File: config.mk
export PLATFORM = sky130hd
export DESIGN_NAME = rvoc_seq
export DESIGN_NICKNAME = d
export VERILOG_FILES = /design/src/rtl/core/rvoc_pkg.sv /design/src/rtl/core/rvoc_seq.sv
export SDC_FILE = /design/constraint.sdc
export NUM_CORES = 1
export LEC_CHECK = 0
export BUFFER_PORTS_ARGS = -buffer_cell sky130_fd_sc_hd__buf_2
export CAP_MARGIN = 20
export CORE_AREA = 2 2 127 129
export CTS_CLUSTER_DIAMETER = 80
export DETAILED_ROUTE_END_ITERATION = 16
export DIE_AREA = 0 0 129 131
export GPL_TIMING_DRIVEN = 0
export SLEW_MARGIN = 0
export SYNTH_ARGS = -nofsm -noshare
export SYNTH_HDL_FRONTEND = slang
export SYNTH_SLANG_ARGS = --single-unit
File: constraint.sdc
create_clock -name clk -period 5.6 [get_ports clk]
set_input_delay 1.12 -clock clk [delete_from_list [all_inputs] [get_ports clk]]
set_output_delay 1.12 -clock clk [all_outputs]
set_load 0.005 [all_outputs]
File: src/rtl/core/rvoc_pkg.sv
package rvoc_pkg;

    localparam int CMD_W    = 3;
    localparam int VER_W    = 4;
    localparam int STATUS_W = 3;
    localparam int ENTRY_W  = 2;

    localparam logic [CMD_W-1:0] CMD_READ         = 3'd0;
    localparam logic [CMD_W-1:0] CMD_READ_STAMP   = 3'd1;
    localparam logic [CMD_W-1:0] CMD_READ_CHECK   = 3'd2;
    localparam logic [CMD_W-1:0] CMD_WRITE_INSERT = 3'd3;
    localparam logic [CMD_W-1:0] CMD_WRITE_CHECK  = 3'd4;
    localparam logic [CMD_W-1:0] CMD_COMMIT       = 3'd5;
    localparam logic [CMD_W-1:0] CMD_ABORT        = 3'd6;

    localparam logic [STATUS_W-1:0] RES_OK    = 3'd0;
    localparam logic [STATUS_W-1:0] RES_WAIT  = 3'd1;
    localparam logic [STATUS_W-1:0] RES_ABORT = 3'd2;
    localparam logic [STATUS_W-1:0] RES_FULL  = 3'd3;
    localparam logic [STATUS_W-1:0] RES_BAD   = 3'd4;

    localparam logic [ENTRY_W-1:0] ST_COMMITTED = 2'd0;
    localparam logic [ENTRY_W-1:0] ST_PENDING   = 2'd1;
    localparam logic [ENTRY_W-1:0] ST_ABORTED   = 2'd2;

    typedef enum logic [2:0] {
        S_IDLE,
        S_SCAN,
        S_FETCH,
        S_CHECK,
        S_RESP
    } seq_state_t;

    typedef struct packed {
        logic lt;
        logic eq;
    } cmp_res_t;

    typedef struct packed {
        logic status_we;
        logic wtime_we;
        logic rtime_we;
    } wr_ctrl_t;

endpackage

File: src/rtl/core/rvoc_seq.sv
module rvoc_seq
    import rvoc_pkg::*;
#(
    parameter int MAX_VERSIONS = 16,
    parameter int TIME_BITS    = 48
)
(
    input  logic                            clk,
    input  logic                            rst_n,
    input  logic                            in_valid,
    output logic                            in_ready,
    input  logic [CMD_W-1:0]                in_cmd,
    input  logic [TIME_BITS-1:0]            in_time,
    input  logic [VER_W-1:0]                in_ver,
    output logic                            out_valid,
    input  logic                            out_ready,
    output logic [STATUS_W-1:0]             out_status,
    output logic [VER_W-1:0]                out_ver,
    output logic [$clog2(MAX_VERSIONS)-1:0] rd_addr,
    input  logic [ENTRY_W-1:0]              rd_status,
    input  logic [TIME_BITS-1:0]            rd_wtime,
    input  logic [TIME_BITS-1:0]            rd_rtime,
    output wr_ctrl_t                        wr_ctrl,
    output logic [$clog2(MAX_VERSIONS)-1:0] wr_addr,
    output logic [ENTRY_W-1:0]              wr_status,
    output logic [TIME_BITS-1:0]            wr_time,
    output logic [TIME_BITS-1:0]            cmp_a,
    output logic [TIME_BITS-1:0]            cmp_b,
    input  cmp_res_t                        cmp_res
);

    localparam int IDX_W = $clog2(MAX_VERSIONS);
    localparam int CNT_W = $clog2(MAX_VERSIONS + 1);
    localparam int CMP_W = (CNT_W > VER_W) ? CNT_W : VER_W;

    seq_state_t           state_reg, state_next;
    logic [CMD_W-1:0]     cmd_reg, cmd_next;
    logic [TIME_BITS-1:0] time_reg, time_next;
    logic [VER_W-1:0]     ver_reg, ver_next;
    logic [CNT_W-1:0]     count_reg, count_next;
    logic [IDX_W-1:0]     scan_idx_reg, scan_idx_next;
    logic [IDX_W-1:0]     chk_idx_reg, chk_idx_next;
    logic                 chk_vld_reg, chk_vld_next;
    logic [IDX_W-1:0]     fetch_addr_reg, fetch_addr_next;
    logic [STATUS_W-1:0]  res_reg, res_next;
    logic [VER_W-1:0]     vout_reg, vout_next;
    logic                 m_valid_reg, m_valid_next;
    logic [STATUS_W-1:0]  m_status_reg, m_status_next;
    logic [VER_W-1:0]     m_ver_reg, m_ver_next;

    logic [CNT_W-1:0]     head_full;
    logic [IDX_W-1:0]     head;
    logic [CMP_W-1:0]     in_ver_ext;
    logic [CMP_W-1:0]     ver_ext;
    logic [CMP_W-1:0]     count_ext;
    logic [CMP_W-1:0]     chk_ext;
    logic                 in_id_ok;
    logic                 not_above;
    logic                 scan_hit;
    logic                 head_match;
    logic                 table_full;
    logic                 out_free;

    assign head_full  = count_reg - CNT_W'(1);
    assign head       = head_full[IDX_W-1:0];
    assign in_ver_ext = CMP_W'(in_ver);
    assign ver_ext    = CMP_W'(ver_reg);
    assign count_ext  = CMP_W'(count_reg);
    assign chk_ext    = CMP_W'(chk_idx_reg);
    assign in_id_ok   = (in_ver_ext < count_ext);
    assign not_above  = cmp_res.lt || cmp_res.eq;
    assign scan_hit   = chk_vld_reg && (rd_status != ST_ABORTED)
                        && ((cmd_reg == CMD_WRITE_INSERT) || not_above);
    assign head_match = (rd_status == ST_PENDING) && cmp_res.eq;
    assign table_full = (count_reg == CNT_W'(MAX_VERSIONS));
    assign out_free   = !m_valid_reg || out_ready;

    always_comb
    begin
        state_next      = state_reg;
        cmd_next        = cmd_reg;
        time_next       = time_reg;
        ver_next        = ver_reg;
        count_next      = count_reg;
        scan_idx_next   = scan_idx_reg;
        chk_idx_next    = chk_idx_reg;
        chk_vld_next    = chk_vld_reg;
        fetch_addr_next = fetch_addr_reg;
        res_next        = res_reg;
        vout_next       = vout_reg;
        m_valid_next    = m_valid_reg && !out_ready;
        m_status_next   = m_status_reg;
        m_ver_next      = m_ver_reg;
        unique case (state_reg)
            S_IDLE:
            begin
                if (in_valid)
                begin
                    cmd_next      = in_cmd;
                    time_next     = in_time;
                    ver_next      = in_ver;
                    scan_idx_next = head;
                    chk_vld_next  = 1'b0;
                    res_next      = RES_OK;
                    vout_next     = '0;
                    case (in_cmd)
                        CMD_READ, CMD_WRITE_CHECK:
                        begin
                            state_next = S_SCAN;
                        end
                        CMD_READ_CHECK, CMD_WRITE_INSERT:
                        begin
                            if (in_id_ok)
                            begin
                                state_next = S_SCAN;
                            end
                            else
                            begin
                                res_next   = RES_BAD;
                                state_next = S_RESP;
                            end
                        end
                        CMD_READ_STAMP:
                        begin
                            if (in_id_ok)
                            begin
                                fetch_addr_next = in_ver_ext[IDX_W-1:0];
                                state_next      = S_FETCH;
                            end
                            else
                            begin
                                res_next   = RES_BAD;
                                state_next = S_RESP;
                            end
                        end
                        CMD_COMMIT, CMD_ABORT:
                        begin
                            fetch_addr_next = head;
                            state_next      = S_FETCH;
                        end
                        default:
                        begin
                            res_next   = RES_BAD;
                            state_next = S_RESP;
                        end
                    endcase
                end
            end
            S_SCAN:
            begin
                chk_idx_next  = scan_idx_reg;
                chk_vld_next  = 1'b1;
                scan_idx_next = scan_idx_reg - IDX_W'(1);
                if (scan_hit)
                begin
                    state_next = S_RESP;
                    case (cmd_reg)
                        CMD_READ:
                        begin
                            if (rd_status == ST_PENDING)
                            begin
                                res_next = RES_WAIT;
                            end
                            else
                            begin
                                vout_next = chk_ext[VER_W-1:0];
                            end
                        end
                        CMD_READ_CHECK:
                        begin
                            if (chk_ext != ver_ext)
                            begin
                                res_next = RES_ABORT;
                            end
                        end
                        CMD_WRITE_INSERT:
                        begin
                            if (chk_ext > ver_ext)
                            begin
                                res_next = RES_ABORT;
                            end
                            else
                            begin
                                fetch_addr_next = ver_ext[IDX_W-1:0];
                                state_next      = S_FETCH;
                            end
                        end
                        default:
                        begin
                            fetch_addr_next = chk_idx_reg;
                            state_next      = S_FETCH;
                        end
                    endcase
                end
            end
            S_FETCH:
            begin
                state_next = S_CHECK;
            end
            S_CHECK:
            begin
                state_next = S_RESP;
                case (cmd_reg)
                    CMD_WRITE_INSERT:
                    begin
                        if (!not_above)
                        begin
                            res_next = RES_ABORT;
                        end
                        else if (table_full)
                        begin
                            res_next = RES_FULL;
                        end
                        else
                        begin
                            vout_next  = count_ext[VER_W-1:0];
                            count_next = count_reg + CNT_W'(1);
                        end
                    end
                    CMD_WRITE_CHECK:
                    begin
                        if (!not_above)
                        begin
                            res_next = RES_ABORT;
                        end
                    end
                    CMD_COMMIT:
                    begin
                        if (!head_match)
                        begin
                            res_next = RES_BAD;
                        end
                    end
                    default:
                    begin
                        res_next = RES_OK;
                    end
                endcase
            end
            S_RESP:
            begin
                if (out_free)
                begin
                    m_valid_next  = 1'b1;
                    m_status_next = res_reg;
                    m_ver_next    = vout_reg;
                    state_next    = S_IDLE;
                end
            end
            default:
            begin
                state_next = S_IDLE;
            end
        endcase
    end

    always_comb
    begin
        in_ready  = (state_reg == S_IDLE);
        rd_addr   = fetch_addr_reg;
        cmp_a     = rd_wtime;
        cmp_b     = time_reg;
        wr_ctrl   = '0;
        wr_addr   = fetch_addr_reg;
        wr_status = ST_PENDING;
        wr_time   = time_reg;
        unique case (state_reg)
            S_SCAN:
            begin
                rd_addr = scan_idx_reg;
            end
            S_CHECK:
            begin
                case (cmd_reg)
                    CMD_READ_STAMP:
                    begin
                        cmp_a            = rd_rtime;
                        wr_ctrl.rtime_we = cmp_res.lt;
                    end
                    CMD_WRITE_INSERT:
                    begin
                        cmp_a             = rd_rtime;
                        wr_addr           = count_reg[IDX_W-1:0];
                        wr_ctrl.status_we = not_above && !table_full;
                        wr_ctrl.wtime_we  = not_above && !table_full;
                        wr_ctrl.rtime_we  = not_above && !table_full;
                    end
                    CMD_COMMIT:
                    begin
                        wr_status         = ST_COMMITTED;
                        wr_ctrl.status_we = head_match;
                    end
                    CMD_ABORT:
                    begin
                        wr_status         = ST_ABORTED;
                        wr_ctrl.status_we = head_match;
                    end
                    default:
                    begin
                        cmp_a = rd_rtime;
                    end
                endcase
            end
            default:
            begin
                rd_addr = fetch_addr_reg;
            end
        endcase
    end

    always_ff @(posedge clk or negedge rst_n)
    begin
        if (!rst_n)
        begin
            state_reg   <= S_IDLE;
            count_reg   <= CNT_W'(1);
            chk_vld_reg <= 1'b0;
            m_valid_reg <= 1'b0;
        end
        else
        begin
            state_reg   <= state_next;
            count_reg   <= count_next;
            chk_vld_reg <= chk_vld_next;
            m_valid_reg <= m_valid_next;
        end
    end

    always_ff @(posedge clk)
    begin
        cmd_reg        <= cmd_next;
        time_reg       <= time_next;
        ver_reg        <= ver_next;
        scan_idx_reg   <= scan_idx_next;
        chk_idx_reg    <= chk_idx_next;
        fetch_addr_reg <= fetch_addr_next;
        res_reg        <= res_next;
        vout_reg       <= vout_next;
        m_status_reg   <= m_status_next;
        m_ver_reg      <= m_ver_next;
    end

    assign out_valid  = m_valid_reg;
    assign out_status = m_status_reg;
    assign out_ver    = m_ver_reg;

endmodule

# Yosys cells after proc, flatten, opt, wreduce, memory -nomap -nowiden
# Cells that the tools add are included.
# word_totals
inputBits	159
register_bits	91
out_inout_bits	166
word_cells	145
# classes
n_addsub	3
reduce_logical	31
bitwise	1
n_eq_ne	39
magnitude_cmp	2
n_mux	55
# ops
cell	n
two-way mux 48 bit	2
two-way mux 4 bit	15
two-way mux 3 bit	17
case mux 4 bit (2 select lines)	4
case mux 3 bit (3 select lines)	3
equality test 3 bit, second input constant	7
!= test 3 bit, second input constant	7
equality test 3 x 2 -> 1 bit, second input constant	6
!= test 2 bit, second input constant	9
case mux 3 bit (5 select lines)	1
case mux 3 bit (2 select lines)	2
case mux 3 bit (4 select lines)	1
case mux 4 bit (3 select lines)	1
AND reduction 10 bit	1
OR reduction 2 bit	5
equality test 3 x 1 -> 1 bit, second input constant	3
zero test 3 bit	3
AND reduction 8 bit	1
subtractor 4 x 1 -> 4 bit, second input constant	2
AND reduction 7 bit	1
case mux 1 bit (2 select lines)	3
AND reduction 2 bit	3
adder 5 x 1 -> 5 bit, second input constant	1
equality test 5 bit, second input constant	1
other kinds (21)	32

# Longest topological paths before layout
# Gate-level depths: netlist of run 1.
# logic_depth
word_depth	5
ltp_mapped	8
mapped_depth_nobuf	7

# Worst setup path before layout of run 1
# No wires, ideal clock.
# synth_path
kind	input to output
start	in cmp_res[0] (netlist bit)
end	out wr_ctrl[2] (netlist bit)
path_buffers	1
path_slack_ns	2.585
t_required_ns	4.480
cell_stages	5
arrival_ns	1.895
path_cell_list	nor2_1 > a41oi_1 > and3_1 > buf_4 > a41o_1
# synth_rtl
element	line	source
from (decl)	rvoc_seq.sv:29	input cmp_res_t cmp_res
to (decl)	rvoc_seq.sv:23	output wr_ctrl_t wr_ctrl,

==> metrics.txt, run 1 <==
status=finished clean; Critical Path End Type=output port; Power Dens Cells=424 nW/um^2; Tmin final=3530 ps; most instantiated cells after synthesis=81 x edfxtp_1, 54 x buf_4, 32 x mux2_2, 23 x nand2_1, 21 x nor2_1; crit path kind=in2out; Max stage delay cell, worst path=nor2_1; RSZ-0062 raised after global routing=false; vias in the first global route=3815; CORE AREA=15600 sq um; via count=4118; routed wire length=15200 um; CP Data Required Time=4480 ps; Initial Utilization=31.1%; part of the cycle the worst path needs=63.0%; synthesized cell area=4850 sq um; clk_lat worst skew=340 ps; layout cell share with drive strength beyond 1=61.9%; chip width=129 um; H-Tree Depth=3; diode count=0; Fin. Hold Viols=0; CTS hold repair buffers=0; max frequency=283 MHz; CTS tree=built; final RePlAce weighted congestion=0.921; vias per cell=4.40; GRT Util Overall=16.2%; Setup-failing EPs final=0; CP arrival=2410 ps; most numerous cell in the Yosys netlist=edfxtp_1; Crit path max-delay family=simple AND/OR/NAND/NOR gates; cells after synthesis=378; Die Y=131 um; Worst Hold Class=reg2reg; top post-synthesis cells by area=edfxtp_1 50%, buf_4 8.4%, mux2_2 7.4%, dfrtp_1 4.6%, mux2_1 4.6%; CTS Root Cell=clkbuf_16; layout overhead on the synthesized area=47.3%; Worst Path Max Fanout=9; Site Rows=46; clk_skew=9.80 ps; IO Count=325; Yosys cell types=54; Final ANT Viol Nets=0; Final TNS setup=0 ps; Remaining DRCs=0; number of synthesized register bits=91; Filler Cell Count=1472; first-pass GRT wire length=20700 um; initial antenna violation count=0; largest net degree at the start of global routing=49; Post-synth EDFFs=81; max-slew violation count=0; largest area contributor in the netlist=edfxtp_1; total of max-cap violations=0; DP HPWL=12500 um; postcts setup bufs=0; final instance area=7140 sq um; Async SR Flop Fraction=11.0%; Max-Slew Margin vs Limit=59.8%; mean cell area of the mapped netlist=12.8 sq um; register area share after synthesis=55.4%; area share of the largest cell type after synthesis=50.2%; Pint=2.05 mW; Final #Nets=884; Top cell by count, worst path=buf_2; synth warn=0; Worst path max stage delay=270 ps; Top FF cell, synth=edfxtp_1; leakage power=3.34 nW; Resize count post-CTS=0; Initial DRC Count=198; Worst-Margin Slew=602 ps; Worst Setup Start Kind=input pin; Routed WL per cell=16.2 um; Cell Area, Placed=6770 sq um; syn_nets=548; Reg power frac=37.9%; DRT Pass-1 Iters=5; Clock Tree Buf Depth=2; CTS buffer count=9; peak supply drop=0.217 mV; Port Buffer Count=324; die area=16900 sq um; remaining global-route overflow=0; Worst Path Buf+Inv=3; crit path cell chain=buf_2, nor2_1, a41oi_1, and3_1, buf_4, a41o_1, buf_2; max reg flops=48; Sink Count=91; switching share of power=32.3%; clock share of power=24.6%; combinational share of power=37.5%; sw power=0.976 mW; Clock transition at path regs=60 ps
==> path summary, 6_finish.rpt <==
kind                                       endpoint                     start  cells past startpoint  slack, ps
max                                      wr_ctrl[2]                cmp_res[0]                      7       2070
min                         out_status[1]$_DFFE_PP_      res_reg[1]$_DFFE_PP_                      0        420
max reg2reg                    res_reg[1]$_DFFE_PP_  count_ext[0]$_DFFE_PN1P_                      7       3250
min reg2reg                 out_status[1]$_DFFE_PP_      res_reg[1]$_DFFE_PP_                      0        420
max in group asynchronous  count_ext[0]$_DFFE_PN1P_                     rst_n                      1       4710
min in group asynchronous  count_ext[2]$_DFFE_PN0P_                     rst_n                      1        630
==> metal layers <==
layer / up-vias / track usage [%] / routed length, um
met4: 0 / 5.18 / 230
li1: 1993 / - / -
met3: 19 / 3.62 / 852
met5: - / 0 / 0
met1: 1946 / 21.3 / 6500
met2: 160 / 26.7 / 7570
==> final cells by class <==
class | instances | area, sq um | area share, %
Sequential cell | 91 | 2680 | 37.6
Inverter | 17 | 63.8 | 0.894
Clock inverter | 7 | 146 | 2.05
Timing Repair Buffer | 325 | 1650 | 23.1
Tap cell | 216 | 270 | 3.79
Clock buffer | 9 | 225 | 3.16
Buffer | 62 | 469 | 6.57
Multi-Input combinational cell | 208 | 1630 | 22.8
==> kinds of logic after synthesis <==
kind of cell               count (synthesis)  share of synthesized area (%)
DFF                                       91                           55.4
buffers and inverters                     79                           11.0
xor gates and xnor gates                  10                           1.81
AOI/OAI and AO/OA                         45                           6.45
muxes                                     61                           13.9
adders and majority gates                 11                           2.84
and+or+nand+nor                           81                           8.60
==> power by group through the flow <==
stage	clock, mW	sequential [mW]	combinational, mW
floorplan	0	1.14	0.655
CTS	0.759	1.15	1.14
global route	0.783	1.17	1.25
detailed placement	0	1.16	1.13
global placement	0	1.16	1.09
finish	0.743	1.15	1.14
==> metrics by stage <==
step / instances / total power [mW] / hold WS [ps] / setup slack (ps) / utilization, %
2_1_floorplan: 378 / 1.79 / 400 / 2590 / -
3_3_place_gp: 918 / 2.26 / 409 / 2070 / 43.2
3_5_place_dp: 919 / 2.29 / 405 / 2080 / 43.4
4_1_cts: 935 / 3.04 / 416 / 2070 / 45.8
5_1_grt: 935 / 3.20 / 421 / 1990 / 45.8
6_report: 935 / 3.03 / 418 / 2070 / 45.8
==> placed cells by master, fill, tap and decap left out, types with 3 or more instances in the layout <==
master       n
and3_1       3
a31oi_1      3
xor2_1       3
o211ai_1     3
nand4_1      3
a21oi_1     12
mux2_2      32
o21ai_0      8
nand2_1     23
ha_1        11
bufinv_16    4
nor2_1      21
edfxtp_1    81
buf_6        4
nor2b_1      3
inv_1       14
mux2_1      20
dfrtp_1      9
mux2i_1      9
xnor2_1      7
buf_2      327
nor3_1       8
buf_4       54
nand2b_1     5
a211oi_1     5
clkbuf_16    9
Note: power is estimated with default switching activity, not from simulation.
==> run 2: changes to the inputs <==
--- a/config.mk
+++ b/config.mk
@@ -5,13 +5,15 @@
 export SDC_FILE = /design/constraint.sdc
 export NUM_CORES = 1
 export LEC_CHECK = 0
+export ABC_AREA = 1
 export BUFFER_PORTS_ARGS = -buffer_cell sky130_fd_sc_hd__buf_2
 export CAP_MARGIN = 20
-export CORE_AREA = 2 2 127 129
+export CORE_AREA = 2 2 124 126
 export CTS_CLUSTER_DIAMETER = 80
 export DETAILED_ROUTE_END_ITERATION = 16
-export DIE_AREA = 0 0 129 131
+export DIE_AREA = 0 0 126 128
 export GPL_TIMING_DRIVEN = 0
+export PLACE_DENSITY = 0.66
 export SLEW_MARGIN = 0
 export SYNTH_ARGS = -nofsm -noshare
 export SYNTH_HDL_FRONTEND = slang
==> constraint.sdc (replaced) <==
create_clock -name clk -period 3.45 [get_ports clk]
set_input_delay 0.69 -clock clk [delete_from_list [all_inputs] [get_ports clk]]
set_output_delay 0.69 -clock clk [all_outputs]
set_load 0.005 [all_outputs]
==> run 2 against run 1 <==
Against the previous run: clock-buffer cell count grew 1; critical endpoint is now wr_ctrl[0]; die area fell by 4.6%; critical path depth rose by 1; sequential cell count unchanged; total power rose by 62%; routed wire length decreased by 4.0%; sequential power is 63% higher; sequential share of layout area rose by 0.17 points; synthesized cell count increased by 14%.
==> metrics.txt, run 2 <==
commonest non-fill, non-tap cell in the layout=buf_2; H-Tree Depth=3 (unchanged); Power Dens Cells=689 nW/um^2 (+63%); crit path kind=reg2out; CP arrival=2210 ps (-200 ps); first-pass GRT wire length=20900 um (+1.2%); Max stage delay cell, worst path=dfstp_2; Worst Hold Class=in2async; part of the cycle the worst path needs=84.2%; GRT Util Overall=16.9% (+0.65 points); Routed WL per cell=15.1 um (-6.6%); Clock Tree Buf Depth=2 (unchanged); Remaining DRCs=0 (unchanged); IO Count=325 (unchanged); Min Hold Slack=209 ps (-209 ps); crit path cell chain=inv_1, ha_1, nand3_1, o21ai_0, nor2_1, nand2_1, o21ai_0, buf_2; CTS hold repair buffers=0 (unchanged); initial antenna violation count=0 (unchanged); Worst-Margin Slew=701 ps (+99.0 ps); Top FF cell, synth=edfxtp_1; Async SR Flop Fraction=11.0% (unchanged); layout cell share with drive strength beyond 1=58.2% (-3.7 points); cells after synthesis=432 (+14%); clk_lat worst skew=340 ps (about the same); number of synthesized register bits=91 (unchanged); die area=16100 sq um (-4.6%); CORE AREA=14900 sq um (-4.7%); register area share after synthesis=54.8% (-0.55 points); max-slew violation count=0 (unchanged); DRT Pass-1 Iters=4 (-1); clk_skew=8.85 ps (-0.944 ps); Worst path max stage delay=600 ps (+330 ps); Setup-failing EPs final=0 (unchanged); metal3 WL=1270 um (+50%); via count=4225 (+2.6%); Final ANT Viol Nets=0 (unchanged); Clock transition at path regs=70 ps (about the same); Final #Nets=938 (+6.1%); Crit path max-delay family=flip-flops; RSZ-0062 raised after global routing=false; DP HPWL=12000 um (-4.3%); Post-synth EDFFs=81 (unchanged); most numerous cell in the Yosys netlist=edfxtp_1; vias per cell=4.40 (-0.18%); total of max-cap violations=0 (unchanged); Sink Count=91 (unchanged); Max-Slew Margin vs Limit=53.1% (-6.7 points); Filler Cell Count=1404 (-4.6%); top post-synthesis cells by area=edfxtp_1 50%, buf_4 7.4%, mux2_2 6.4%, mux2_4 6.1%, nand2_1 5.2%; final RePlAce weighted congestion=0.892 (-3.2%); diode count=0 (unchanged); Initial DRC Count=264 (+33%); top sig layer=met4; chip width=126 um (-2.3%); Resize count post-CTS=0 (unchanged); Initial Utilization=32.9% (+1.9 points); Critical Path End Type=output port; Yosys cell types=30 (-44%); leakage power=3.60 nW (+7.6%); remaining global-route overflow=0 (unchanged); Top cell by count, worst path=o21ai_0; Die Y=128 um (-2.3%); largest area contributor in the netlist=edfxtp_1; max reg flops=48 (unchanged); Site Rows=45 (-2.2%); Worst Path Max Fanout=7 (-2); CP Data Required Time=2760 ps (-1720 ps); most frequent cells in the layout=328 x buf_2, 81 x edfxtp_1, 68 x nand2_1; dpl ws=836 ps (-1240 ps); met2 wire len=6720 um (-11%); Worst Setup Start Kind=flop; largest net degree at the start of global routing=36 (-27%); Final TNS setup=0 ps (unchanged); status=finished clean; Util after Layout=47.8% (+2.0 points); Worst Path Buf+Inv=2 (-1); CTS Root Cell=clkbuf_16; layout overhead on the synthesized area=45.1%; mean cell area of the mapped netlist=11.3 sq um (-12%); peak supply drop=0.347 mV (+60%); routed wire length=14600 um (-4.0%); Tmin final=2900 ps; vias in the first global route=3845 (+0.79%); syn_nets=602 (+9.9%); Port Buffer Count=324 (unchanged); area share of the largest cell type after synthesis=49.7% (-0.50 points); postcts setup bufs=0 (unchanged); synthesized cell area=4900 sq um (+1.0%); Tot Pwr=4.90 mW (+62%); most instantiated cells after synthesis=81 x edfxtp_1, 68 x nand2_1, 48 x buf_4, 43 x inv_1; M1 wire length=6410 um (-1.4%); Fin. Hold Viols=0 (unchanged); max frequency=344 MHz; CTS tree=built; final worst setup slack=546 ps (-1530 ps); CTS buffer count=9 (unchanged); synth warn=0 (unchanged)
-- run 2: cell types whose count changed in the layout (fill, tap and decap cells not counted), sizes merged, moves of 5 or more --
cell | previous run | this run
a211oi | 5 | 0
a21oi | 12 | 7
buf | 386 | 380
inv | 18 | 46
mux2i | 9 | 0
nand2 | 24 | 69
nand2b | 5 | 0
nand3 | 2 | 12
nor2 | 24 | 33
o21ai | 9 | 32
o22ai | 1 | 7
xnor2 | 7 | 1
-- run 2: metrics by stage --
stage          instances  area (sq um)
2_1_floorplan        432          4900
3_3_place_gp         944          6760
3_5_place_dp         945          6780
4_1_cts              961          7110
5_1_grt              961          7110
6_report             961          7110
-- run 2: per-layer routing --
layer	global-route usage, %	vias up
met1	23.2	1951
met5	0	-
met4	4.27	0
met3	5.55	8
li1	-	2098
met2	25.8	168
-- run 2: final timing paths --
check / startpoint / to / slack (ps) / depth (start not counted)
setup / recovery: count_ext[0]$_DFFE_PN1P_ / wr_ctrl[0] / 550 / 8
hold / removal: rst_n / chk_vld_reg$_DFFE_PN0P_ / 210 / 1
setup reg to reg: state_reg[1]$_DFFE_PN0P_ / fetch_addr_reg[0]$_DFFE_PP_ / 780 / 7
hold reg to reg: vout_reg[1]$_DFFE_PP_ / out_ver[1]$_DFFE_PP_ / 420 / 0
max in group asynchronous: rst_n / count_ext[0]$_DFFE_PN1P_ / 2970 / 1
min in group clk: vout_reg[1]$_DFFE_PP_ / out_ver[1]$_DFFE_PP_ / 420 / 0
-- run 2: logic make-up (layout without fill, tap and decap cells) --
group | count (synthesis) | count (layout) | share of synthesized area [%]
AO/OA/AOI/OAI | 50 | 50 | 5.80
XOR/XNOR | 8 | 8 | 1.43
adder cells (fa/ha/maj) | 11 | 11 | 2.81
buffers and inverters | 101 | 442 | 12.0
flip-flops | 91 | 91 | 54.8
multiplexers | 48 | 48 | 12.6
AND/OR/NAND/NOR | 123 | 123 | 10.6
-- run 2: power by group --
part	switching [mW]	internal (mW)
registers	0.186	1.68
clock network	0.420	0.644
logic	1.07	0.892
-- run 2: area by class of cell --
class | count | area, sq um | share of cell area [%]
timing repair buffer | 325 | 1640 | 23.1
multi-input combinational | 240 | 1630 | 23.0
buffer | 57 | 422 | 5.93
sequential | 91 | 2680 | 37.8
tap | 188 | 235 | 3.31
clock inverter | 6 | 96.3 | 1.36
inverter | 44 | 165 | 2.32
clock buffer | 10 | 229 | 3.22
